<file path="src/rtl/sfp_pkg.sv">
// Shared types, constants and the byte-wide CRC-32 update for the frame parser.
`default_nettype none

package sfp_pkg;

   // Largest payload length that is accepted; longer frames are dropped.
   localparam logic [15:0] MAX_PAYLOAD    = 16'd1024;
   // Sync bytes, sequence, length and CRC add this much to the payload.
   localparam logic [31:0] FRAME_OVERHEAD = 32'd12;
   localparam logic [31:0] CRC_POLY       = 32'hEDB8_8320;

   localparam logic [7:0] SYNC_BYTE0 = 8'h55;
   localparam logic [7:0] SYNC_BYTE1 = 8'hAA;
   localparam logic [7:0] SYNC_BYTE2 = 8'hFF;
   localparam logic [7:0] SYNC_BYTE3 = 8'h00;

   typedef enum logic [3:0] {
      PH_SYNC0,
      PH_SYNC1,
      PH_SYNC2,
      PH_SYNC3,
      PH_SEQ0,
      PH_SEQ1,
      PH_LEN0,
      PH_LEN1,
      PH_DATA,
      PH_CRC0,
      PH_CRC1,
      PH_CRC2,
      PH_CRC3
   } phase_type;

   typedef enum logic [2:0] {
      EV_NONE,
      EV_GOOD,
      EV_BADCRC,
      EV_OVERSIZE,
      EV_SEQGAP
   } event_type;

   typedef struct packed {
      logic [31:0] total_byte_count;
      logic [31:0] sequence_error_count;
      logic [31:0] oversize_count;
      logic [31:0] bad_checksum_count;
      logic [31:0] good_frame_count;
      logic [31:0] good_byte_count;
   } stats_type;

   typedef struct packed {
      logic      frame_good;
      event_type event_code;
      stats_type stats;
   } rsp_type;

   // Reflected CRC-32 update by one byte, bit by bit over the low byte.
   function automatic logic [31:0] crc_byte(input logic [31:0] crc, input logic [7:0] b);
      logic [31:0] t;
      t = {24'd0, crc[7:0] ^ b};
      for (int k = 0; k < 8; k++) begin
         if (t[0]) begin
            t = (t >> 1) ^ CRC_POLY;
         end else begin
            t = t >> 1;
         end
      end
      return {8'd0, crc[31:8]} ^ t;
   endfunction

endpackage

`default_nettype wire

</file>
<file path="src/rtl/sync_frame_parser_crc32.sv">
// Top level of the sync-framed byte stream parser with CRC-32 check and statistics.
`default_nettype none

// The block takes one line byte per item and hunts for frames of the form
// 55 AA FF 00, a little-endian 16-bit sequence number, a little-endian 16-bit
// payload length, the payload and a little-endian CRC-32 (reflected polynomial
// EDB88320, initial value zero, no final inversion) over everything before the
// CRC. Every accepted byte yields exactly one result item carrying the event of
// that byte (good frame, bad checksum, oversize length, sequence gap or none)
// and the six wrapping 32-bit statistics counters as they stand after it. A
// new byte can be accepted in every clock cycle while req_stall is low: the
// whole parse and the byte-wide CRC update sit between the state registers and
// the result register, so the result is registered at the edge that accepts its byte. The
// result register is backed by a one-item skid stage, so req_stall is a
// registered signal and rises only once two results are waiting; a sustained
// rate of one item per cycle holds whenever the consumer does not stall.
// Lengths above MAX_PAYLOAD abort the frame, and a wrong sync byte simply
// restarts the hunt without being retried as the first sync byte.
module sync_frame_parser_crc32
   import sfp_pkg::*;
(
   input  wire logic        clock,
   input  wire logic        reset,
   input  wire logic        req_valid,
   output logic             req_stall,
   input  wire logic [7:0]  req_rx_byte,
   output logic             rsp_valid,
   input  wire logic        rsp_stall,
   output logic             rsp_frame_good,
   output logic [2:0]       rsp_event_code,
   output logic [31:0]      rsp_total_byte_count,
   output logic [31:0]      rsp_sequence_error_count,
   output logic [31:0]      rsp_oversize_count,
   output logic [31:0]      rsp_bad_checksum_count,
   output logic [31:0]      rsp_good_frame_count,
   output logic [31:0]      rsp_good_byte_count
);

   logic    item_en;
   rsp_type parse_rsp;
   rsp_type out_rsp;

   // An item enters the parser exactly when the handshake completes.
   assign item_en = req_valid && !req_stall;

   sfp_parser u_parser (
      .clock    (clock),
      .reset    (reset),
      .item_en  (item_en),
      .rx_byte  (req_rx_byte),
      .rsp_data (parse_rsp)
   );

   // The result of the accepted byte is captured at the same edge as the
   // parser state, in the output register or, if that is held, the skid stage.
   sfp_out_buf u_out_buf (
      .clock     (clock),
      .reset     (reset),
      .in_valid  (item_en),
      .in_data   (parse_rsp),
      .in_stall  (req_stall),
      .out_valid (rsp_valid),
      .out_data  (out_rsp),
      .out_stall (rsp_stall)
   );

   assign rsp_frame_good           = out_rsp.frame_good;
   assign rsp_event_code           = out_rsp.event_code;
   assign rsp_total_byte_count     = out_rsp.stats.total_byte_count;
   assign rsp_sequence_error_count = out_rsp.stats.sequence_error_count;
   assign rsp_oversize_count       = out_rsp.stats.oversize_count;
   assign rsp_bad_checksum_count   = out_rsp.stats.bad_checksum_count;
   assign rsp_good_frame_count     = out_rsp.stats.good_frame_count;
   assign rsp_good_byte_count      = out_rsp.stats.good_byte_count;

endmodule

`default_nettype wire

</file>
<file path="src/rtl/sfp_parser.sv">
// Frame hunting state machine, running CRC and statistics counters.
`default_nettype none

module sfp_parser
   import sfp_pkg::*;
(
   input  wire logic       clock,
   input  wire logic       reset,
   input  wire logic       item_en,
   input  wire logic [7:0] rx_byte,
   output rsp_type         rsp_data
);

   phase_type   phase_ff, phase_in;
   logic [15:0] cur_seq_ff, cur_seq_in;
   logic [15:0] prev_seq_ff, prev_seq_in;
   logic [15:0] frame_len_ff, frame_len_in;
   logic [15:0] payload_cnt_ff, payload_cnt_in;
   logic [31:0] crc_ff, crc_in;
   logic [23:0] rx_crc_low_ff, rx_crc_low_in;
   stats_type   stats_ff, stats_in;

   logic [31:0] crc_step;
   logic [15:0] seq_full;
   logic [15:0] seq_diff;
   logic        seq_gap;
   logic [15:0] len_full;
   logic        oversize;
   logic [15:0] payload_inc;
   logic        payload_done;
   logic        crc_match;
   logic        frame_good;
   event_type   event_code;

   assign crc_step     = crc_byte(crc_ff, rx_byte);
   assign seq_full     = {rx_byte, cur_seq_ff[7:0]};
   assign seq_diff     = seq_full - prev_seq_ff;
   assign seq_gap      = (seq_diff != 16'd1);
   assign len_full     = {rx_byte, frame_len_ff[7:0]};
   assign oversize     = (len_full > MAX_PAYLOAD);
   assign payload_inc  = payload_cnt_ff + 16'd1;
   assign payload_done = (payload_inc == frame_len_ff);
   assign crc_match    = ({rx_byte, rx_crc_low_ff} == crc_ff);

   // Next phase.
   always_comb begin
      unique case (phase_ff)
         PH_SYNC0: phase_in = (rx_byte == SYNC_BYTE0) ? PH_SYNC1 : PH_SYNC0;
         PH_SYNC1: phase_in = (rx_byte == SYNC_BYTE1) ? PH_SYNC2 : PH_SYNC0;
         PH_SYNC2: phase_in = (rx_byte == SYNC_BYTE2) ? PH_SYNC3 : PH_SYNC0;
         PH_SYNC3: phase_in = (rx_byte == SYNC_BYTE3) ? PH_SEQ0  : PH_SYNC0;
         PH_SEQ0:  phase_in = PH_SEQ1;
         PH_SEQ1:  phase_in = PH_LEN0;
         PH_LEN0:  phase_in = PH_LEN1;
         PH_LEN1: begin
            if (oversize) begin
               phase_in = PH_SYNC0;
            end else if (len_full == 16'd0) begin
               phase_in = PH_CRC0;
            end else begin
               phase_in = PH_DATA;
            end
         end
         PH_DATA:  phase_in = payload_done ? PH_CRC0 : PH_DATA;
         PH_CRC0:  phase_in = PH_CRC1;
         PH_CRC1:  phase_in = PH_CRC2;
         PH_CRC2:  phase_in = PH_CRC3;
         PH_CRC3:  phase_in = PH_SYNC0;
         default:  phase_in = PH_SYNC0;
      endcase
   end

   // Datapath and result for the byte in hand.
   always_comb begin
      cur_seq_in     = cur_seq_ff;
      prev_seq_in    = prev_seq_ff;
      frame_len_in   = frame_len_ff;
      payload_cnt_in = payload_cnt_ff;
      crc_in         = crc_ff;
      rx_crc_low_in  = rx_crc_low_ff;
      stats_in       = stats_ff;
      frame_good     = 1'b0;
      event_code     = EV_NONE;

      stats_in.total_byte_count = stats_ff.total_byte_count + 32'd1;

      unique case (phase_ff) inside
         PH_SYNC0, PH_SYNC1, PH_SYNC2, PH_SYNC3: begin
            if (phase_in != PH_SYNC0) begin
               crc_in = crc_step;
            end else begin
               payload_cnt_in = 16'd0;
               crc_in         = 32'd0;
               rx_crc_low_in  = 24'd0;
            end
         end
         PH_SEQ0: begin
            crc_in     = crc_step;
            cur_seq_in = {8'd0, rx_byte};
         end
         PH_SEQ1: begin
            crc_in      = crc_step;
            cur_seq_in  = seq_full;
            prev_seq_in = seq_full;
            if (seq_gap) begin
               stats_in.sequence_error_count = stats_ff.sequence_error_count + 32'd1;
               event_code = EV_SEQGAP;
            end
         end
         PH_LEN0: begin
            crc_in       = crc_step;
            frame_len_in = {8'd0, rx_byte};
         end
         PH_LEN1: begin
            frame_len_in = len_full;
            if (oversize) begin
               stats_in.oversize_count = stats_ff.oversize_count + 32'd1;
               event_code     = EV_OVERSIZE;
               payload_cnt_in = 16'd0;
               crc_in         = 32'd0;
               rx_crc_low_in  = 24'd0;
            end else begin
               crc_in = crc_step;
            end
         end
         PH_DATA: begin
            crc_in         = crc_step;
            payload_cnt_in = payload_inc;
         end
         PH_CRC0: rx_crc_low_in = {16'd0, rx_byte};
         PH_CRC1: rx_crc_low_in = {8'd0, rx_byte, rx_crc_low_ff[7:0]};
         PH_CRC2: rx_crc_low_in = {rx_byte, rx_crc_low_ff[15:0]};
         PH_CRC3: begin
            if (crc_match) begin
               stats_in.good_frame_count = stats_ff.good_frame_count + 32'd1;
               stats_in.good_byte_count  = stats_ff.good_byte_count
                                         + {16'd0, frame_len_ff} + FRAME_OVERHEAD;
               event_code = EV_GOOD;
               frame_good = 1'b1;
            end else begin
               stats_in.bad_checksum_count = stats_ff.bad_checksum_count + 32'd1;
               event_code = EV_BADCRC;
            end
            payload_cnt_in = 16'd0;
            crc_in         = 32'd0;
            rx_crc_low_in  = 24'd0;
         end
         default: begin
            payload_cnt_in = 16'd0;
            crc_in         = 32'd0;
            rx_crc_low_in  = 24'd0;
         end
      endcase
   end

   assign rsp_data.frame_good = frame_good;
   assign rsp_data.event_code = event_code;
   assign rsp_data.stats      = stats_in;

   always_ff @(posedge clock) begin
      if (reset) begin
         phase_ff       <= PH_SYNC0;
         cur_seq_ff     <= 16'd0;
         prev_seq_ff    <= 16'hFFFF;
         frame_len_ff   <= 16'd0;
         payload_cnt_ff <= 16'd0;
         crc_ff         <= 32'd0;
         rx_crc_low_ff  <= 24'd0;
         stats_ff       <= '0;
      end else if (item_en) begin
         phase_ff       <= phase_in;
         cur_seq_ff     <= cur_seq_in;
         prev_seq_ff    <= prev_seq_in;
         frame_len_ff   <= frame_len_in;
         payload_cnt_ff <= payload_cnt_in;
         crc_ff         <= crc_in;
         rx_crc_low_ff  <= rx_crc_low_in;
         stats_ff       <= stats_in;
      end
   end

endmodule

`default_nettype wire

</file>
<file path="src/rtl/sfp_out_buf.sv">
// Two-entry output register with a skid stage so that stall upstream is registered.
`default_nettype none

module sfp_out_buf
   import sfp_pkg::*;
(
   input  wire logic    clock,
   input  wire logic    reset,
   input  wire logic    in_valid,
   input  wire rsp_type in_data,
   output logic         in_stall,
   output logic         out_valid,
   output rsp_type      out_data,
   input  wire logic    out_stall
);

   logic    out_valid_ff, out_valid_in;
   rsp_type out_data_ff, out_data_in;
   logic    skid_valid_ff, skid_valid_in;
   rsp_type skid_data_ff, skid_data_in;
   logic    accept;
   logic    out_free;

   assign in_stall  = skid_valid_ff;
   assign accept    = in_valid && !skid_valid_ff;
   assign out_free  = !out_valid_ff || !out_stall;
   assign out_valid = out_valid_ff;
   assign out_data  = out_data_ff;

   always_comb begin
      out_valid_in  = out_valid_ff;
      out_data_in   = out_data_ff;
      skid_valid_in = skid_valid_ff;
      skid_data_in  = skid_data_ff;
      if (out_free) begin
         out_valid_in  = skid_valid_ff || accept;
         out_data_in   = skid_valid_ff ? skid_data_ff : in_data;
         skid_valid_in = 1'b0;
      end else if (accept) begin
         skid_valid_in = 1'b1;
         skid_data_in  = in_data;
      end
   end

   always_ff @(posedge clock) begin
      if (reset) begin
         out_valid_ff  <= 1'b0;
         skid_valid_ff <= 1'b0;
      end else begin
         out_valid_ff  <= out_valid_in;
         skid_valid_ff <= skid_valid_in;
      end
   end

   always_ff @(posedge clock) begin
      out_data_ff  <= out_data_in;
      skid_data_ff <= skid_data_in;
   end

endmodule

`default_nettype wire

</file>
<file path="config.mk">
export PLATFORM = sky130hd
export DESIGN_NAME = sync_frame_parser_crc32
export DESIGN_NICKNAME = d
export VERILOG_FILES = /design/src/rtl/sfp_pkg.sv /design/src/rtl/sync_frame_parser_crc32.sv /design/src/rtl/sfp_parser.sv /design/src/rtl/sfp_out_buf.sv
export SDC_FILE = /design/constraint.sdc
export NUM_CORES = 1
export LEC_CHECK = 0
export ABC_AREA = 0
export BUFFER_PORTS_ARGS = -buffer_cell sky130_fd_sc_hd__buf_4
export CORE_AREA = 5 5 252 254
export CTS_CLUSTER_SIZE = 8
export DETAILED_ROUTE_END_ITERATION = 8
export DIE_AREA = 0 0 257 259
export GPL_ROUTABILITY_DRIVEN = 0
export GPL_TIMING_DRIVEN = 0
export PLACE_DENSITY = 0.8
export SYNTH_ARGS = -nofsm -noshare
export SYNTH_HDL_FRONTEND = slang
export SYNTH_SLANG_ARGS = --single-unit
</file>
<file path="constraint.sdc">
create_clock -name clock -period 20.3 [get_ports clock]
set_clock_uncertainty 0.05 [all_clocks]
set_input_delay 2.03 -clock clock [delete_from_list [all_inputs] [get_ports clock]]
set_output_delay 2.03 -clock clock [all_outputs]
set_load 0.02 [all_outputs]
</file>
Word level (Yosys, flattened, before mapping)
Cells that the tools add are included.
- register bits: 702
- bits of input ports: 12
- output and inout port bits: 198
- logic and storage cells: 150
- $add $sub $neg: 9
- magnitude comparators: 1
- eq/ne operators: 20
- muxes and demuxes: 41
- bitwise gates (word level): 18
- reduce and logical (&&, ||, !) cells: 27
- operators by type and width (operator ; number):
    32-bit two-way mux ; 15
    196-bit two-way mux ; 1
    32-bit by 1-bit adder with 32-bit output (second input constant) ; 5
    24-bit case mux with 6 select lines ; 1
    32-bit case mux with 4 select lines ; 1
    13-bit inverter with 14-bit output ; 7
    96-bit two-way mux ; 1
    64-bit two-way mux ; 1
    16-bit case mux with 4 select lines ; 1
    24-bit two-way mux ; 2
    4-bit case mux with 12 select lines ; 1
    32-bit by 16-bit adder with 32-bit output ; 1
    32-bit by 4-bit adder with 32-bit output (second input constant) ; 1
    32-bit equality test ; 1
    16-bit two-way mux ; 2
    16-bit case mux with 2 select lines ; 1
    24-bit by 32-bit bitwise XOR with 32-bit output ; 1
    4-bit equality test (second input constant) ; 5
    16-bit by 1-bit adder with 16-bit output (second input constant) ; 1
    16-bit equality test ; 1
    4-bit by 3-bit equality test with 1-bit output (second input constant) ; 4
    8-bit equality test (second input constant) ; 2
    16-bit by 11-bit greater-than comparator with 1-bit output (second input constant) ; 1
    16-bit logical NOT ; 1
    other kinds (32) ; 58

Longest topological paths before layout
- depth in word-level cells: 20
- gate-level depth with buffers: 15
- gate-level depth less buffers: 13

By module
Synthesis repeated with hierarchy kept, for this count alone.
- cell total of the unflattened synthesis: 2981
- area total of the unflattened synthesis: 33363.2 sq um
- modules (own cells, without submodules) (module ; times used ; cells an instance ; area an instance (sq um) ; seq. area each (sq um)):
    sfp_parser ; 1 ; 2363 ; 18723.0 ; 6165.9
    sfp_out_buf ; 1 ; 617 ; 14626.5 ; 11811.3
    sync_frame_parser_crc32 ; 1 ; 1 ; 13.8 ; 0.0

Worst setup path after synthesis
Ideal clock, no wire load.
- kind: input-to-reg
- from: input port rsp_stall
- to: register u_out_buf.skid_data_ff[0] (netlist bit) (enable)
- library setup time: 2.037 ns
- arrival time: 17.350 ns
- data required time: 18.213 ns
- path slack: 0.863 ns
- stages on the path: 2
- path through: nand2_1 > nor2_1
- cells in the longest elaborated chain, start to end: 4
- RTL lines (what ; RTL line ; text):
    start, declared ; sync_frame_parser_crc32.sv:28 ; input wire logic rsp_stall,
    1-bit logical NOT ; sfp_out_buf.sv:26 ; assign out_free = !out_valid_ff || !out_stall;
    1-bit logical OR ; sfp_out_buf.sv:26 ;
    1-bit inverter (no line) ; n/a ;
    2-bit AND reduction (no line) ; n/a ;
    end signal, assigned ; sfp_out_buf.sv:57 ; skid_data_ff <= skid_data_in;
    end, declared ; sfp_out_buf.sv:20 ; rsp_type skid_data_ff, skid_data_in;
Every way passes these cells.
A chain may end at the register's enable or synchronous reset.

==> flow_summary.json <==
{
  "rr_worst_depth": 15,
  "cp-start-kind": "input port",
  "yosysSeqAreaShare_pct": 54.20,
  "vias": 25000,
  "max_freq_mhz": 180.9,
  "ctsResizeCount": 0,
  "cp.arrival_ns": 5.87,
  "grt_start_max_net_pins": 76,
  "clock_latency_ns": 0.66,
  "utilization_pct": 63.60,
  "initial_core_util_pct": 54.35,
  "drc": 0,
  "rows": 91,
  "dieArea_sq_um": 66560,
  "antenna_found_initial": 3,
  "n_fill_cell": 4710,
  "peakVddDrop_v": 0.00005833,
  "grt-ovfl-total": 0,
  "hold_depth": 2,
  "whs_endpoint": "u_parser.stats_ff[183]$_SDFFE_PP0P_",
  "max_slew_margin_pct": 10.29,
  "routedWlPerCell_um": 19.67,
  "synthArstFlopShare_pct": 0,
  "layout.cells.non_filler": 4286,
  "die_w_um": 257,
  "root_buffer": "clkbuf_16",
  "yosysUniqueCellTypes": 77,
  "worstMarginPinSlew_ns": 1.333,
  "cts_buffers": 98,
  "rrSetupSlack_ns": 16.07,
  "syn_area_sq_um": 33170,
  "port_buffers": 209,
  "status": "complete, no violations",
  "ys.flop_type": "edfxtp_1",
  "setup.worst_path.end_class": "flop",
  "htreeDepth": 3,
  "syn-mean-instance-area_sq_um": 10.68,
  "syn_to_final_growth_pct": 17.02,
  "finalSetupViolCount": 0,
  "rsz0062_at_grt": "false",
  "max_cap_viol_count": 0,
  "final_common_cell": "edfxtp_1",
  "crit_path_max_fanout": 10,
  "cts_tree": "built",
  "wl_mm": 84.32,
  "clk_pin_slew_ns": 0.05,
  "pwr_density_cell_nw_per_um2": 88.10,
  "dp_hpwl_mm": 57.87,
  "core_sq_um": 61030,
  "grt_usage_pct": 24.49,
  "clock_path_buffers": 3,
  "synth_warnings": 0,
  "post-cts-setup-buffers": 0,
  "min_from": "u_parser.stats_ff[183]$_SDFFE_PP0P_",
  "grt_pass1_wl_mm": 132.3,
  "min_period_ns": 5.527,
  "viasPerCell": 5.834,
  "fin_nets": 3490,
  "drive_above_1_share_pct": 16.14,
  "die_h_um": 259,
  "reg2reg_to": "u_out_buf.out_data[130]$_DFFE_PP_",
  "cts.sinks": 702,
  "drtIter0Drc": 2210,
  "layout_common_cells": "edfxtp_1, nor2_1, dfxtp_1",
  "syn_nets": 3172,
  "worstSetupPathType": "in -> reg",
  "synth_cells": 3105,
  "ant_nets": 0,
  "p_leak_nw": 15.20,
  "r2r-start": "u_parser.cur_seq_ff[0]$_SDFFE_PP0P_",
  "fin_setup_tns_ns": 0,
  "placed_cells": 4113,
  "ys_ff_latch": 702,
  "min_period_over_period_pct": 27.22,
  "final_max_slew_viol_count": 0,
  "grt_pass1_vias": 24000,
  "hold_viol_final": 0,
  "postCtsHoldBufs": 0,
  "min_path_type": "reg -> reg",
  "dr.pass1.iters": 9,
  "io_pins": 210,
  "required_ns": 20.65,
  "synth_edf_count": 392
}
-- final cells by class --
cell class / count / area, sq um / share of cell area (%)
diodes: 1 / 2.502 / 0.006447
clock buffers: 164 / 2731 / 7.037
multi-input cells: 2170 / 14280 / 36.80
inverters: 70 / 262.8 / 0.6770
well taps: 790 / 988.4 / 2.547
flip-flops and latches: 702 / 17980 / 46.32
clock inverters: 8 / 127.6 / 0.3288
plain buffers: 163 / 661.9 / 1.705
repair buffers: 218 / 1779 / 4.584
-- power by group --
part	leakage (nW)	internal (mW)	switching (mW)
combinational	7.39	0.127	0.189
clock	1.36	0.911	0.610
sequential	6.45	1.55	0.0317
total	15.2	2.59	0.831
-- how the worst max path moves through the flow --
| stage | to | cells after the start | slack, ns | start |
|---|---|---|---|---|
| 4_1_cts | u_out_buf.out_data[90]$_DFFE_PP_ | 13 | 14.87 | req_rx_byte[5] |
| 3_3_place_gp | u_out_buf.skid_data_ff[136]$_DFFE_PP_ | 3 | -15.79 | rsp_stall |
| 6_report | u_out_buf.out_data[90]$_DFFE_PP_ | 13 | 14.77 | req_rx_byte[5] |
| 3_5_place_dp | u_out_buf.out_data[88]$_DFFE_PP_ | 13 | 14.22 | req_rx_byte[5] |
| 2_1_floorplan | u_out_buf.skid_data_ff[0]$_DFFE_PP_ | 2 | 0.86 | rsp_stall |
| 5_1_grt | u_out_buf.out_data[90]$_DFFE_PP_ | 13 | 14.67 | req_rx_byte[5] |
-- critical path, stage by stage --
cell and delay, ns:
buf_4 0.12, buf_2 0.22, xor2_1 0.20, nor4_1 0.43, nand4_1 0.25, o21ai_0 0.70
clkbuf_1 0.52, nor4_1 0.25, nand3_1 0.17, clkbuf_1 0.38, nor2_1 0.12, xor2_1 0.19
mux2_2 0.28
-- cell families (layout without fill, tap and decap cells) --
family	count (synthesis)	in the layout	share of synthesized area, %
xor gates and xnor gates	389	389	10.29
other	0	1	0
adders and majority gates	55	55	2.120
AOI/OAI and AO/OA	446	446	8.480
muxes	182	182	6.134
and+or+nand+nor	1098	1098	15.99
DFF	702	702	54.20
buffers and inverters	233	623	2.788
-- flip-flops by register name (all words and copies together), names as in the netlist --
| name | cells |
|---|---|
| u_parser.frame_len_ff | 16 |
| u_parser.prev_seq_ff | 16 |
| u_parser.rx_crc_low_ff | 24 |
| u_parser.stats_ff | 192 |
| u_parser.payload_cnt_ff | 16 |
| u_parser.crc_ff | 32 |
| u_out_buf.in_stall | 1 |
| u_out_buf.out_data | 196 |
| u_out_buf.skid_data_ff | 196 |
| u_out_buf.out_valid | 1 |
| u_parser.cur_seq_ff | 8 |
| u_parser.phase_ff | 4 |
-- Yosys cell counts, types with 29 or more instances --
cell | n | area (sq um)
xnor2_1 | 204 | 1787
nor3_1 | 81 | 405.4
nor2_1 | 330 | 1239
mux2_2 | 170 | 1914
edfxtp_1 | 392 | 11770
nand3_1 | 97 | 485.5
dfxtp_1 | 310 | 6206
or4_1 | 45 | 337.8
a31oi_1 | 29 | 181.4
xor2_1 | 184 | 1612
or3_1 | 47 | 294.0
ha_1 | 53 | 663.1
inv_1 | 68 | 255.2
o31ai_1 | 48 | 360.4
nand4_1 | 53 | 331.6
and3_1 | 33 | 206.5
nand2_1 | 293 | 1100
clkbuf_1 | 131 | 491.7
a21oi_1 | 130 | 650.6
o21ai_0 | 102 | 510.5
-- routing by layer --
layer	track usage (%)	part of all wire (%)
met1	32.44	42
met2	40.08	47
met3	4.756	7.6
met4	9.633	3.5
met5	0	0.037
-- metrics by stage --
step | hold WS [ns] | power (mW) | cell area [sq um] | setup WS [ns]
2_1_floorplan | 0.3904 | 1.820 | 33170 | 0.8628
3_3_place_gp | 0.4037 | 1.925 | 35730 | -15.79
3_5_place_dp | 0.4228 | 1.923 | 35950 | 14.22
4_1_cts | 0.4287 | 3.437 | 38810 | 14.87
5_1_grt | 0.4461 | 3.534 | 38810 | 14.67
6_report | 0.4285 | 3.420 | 38810 | 14.77
Note: power is estimated with default switching activity, not from simulation.
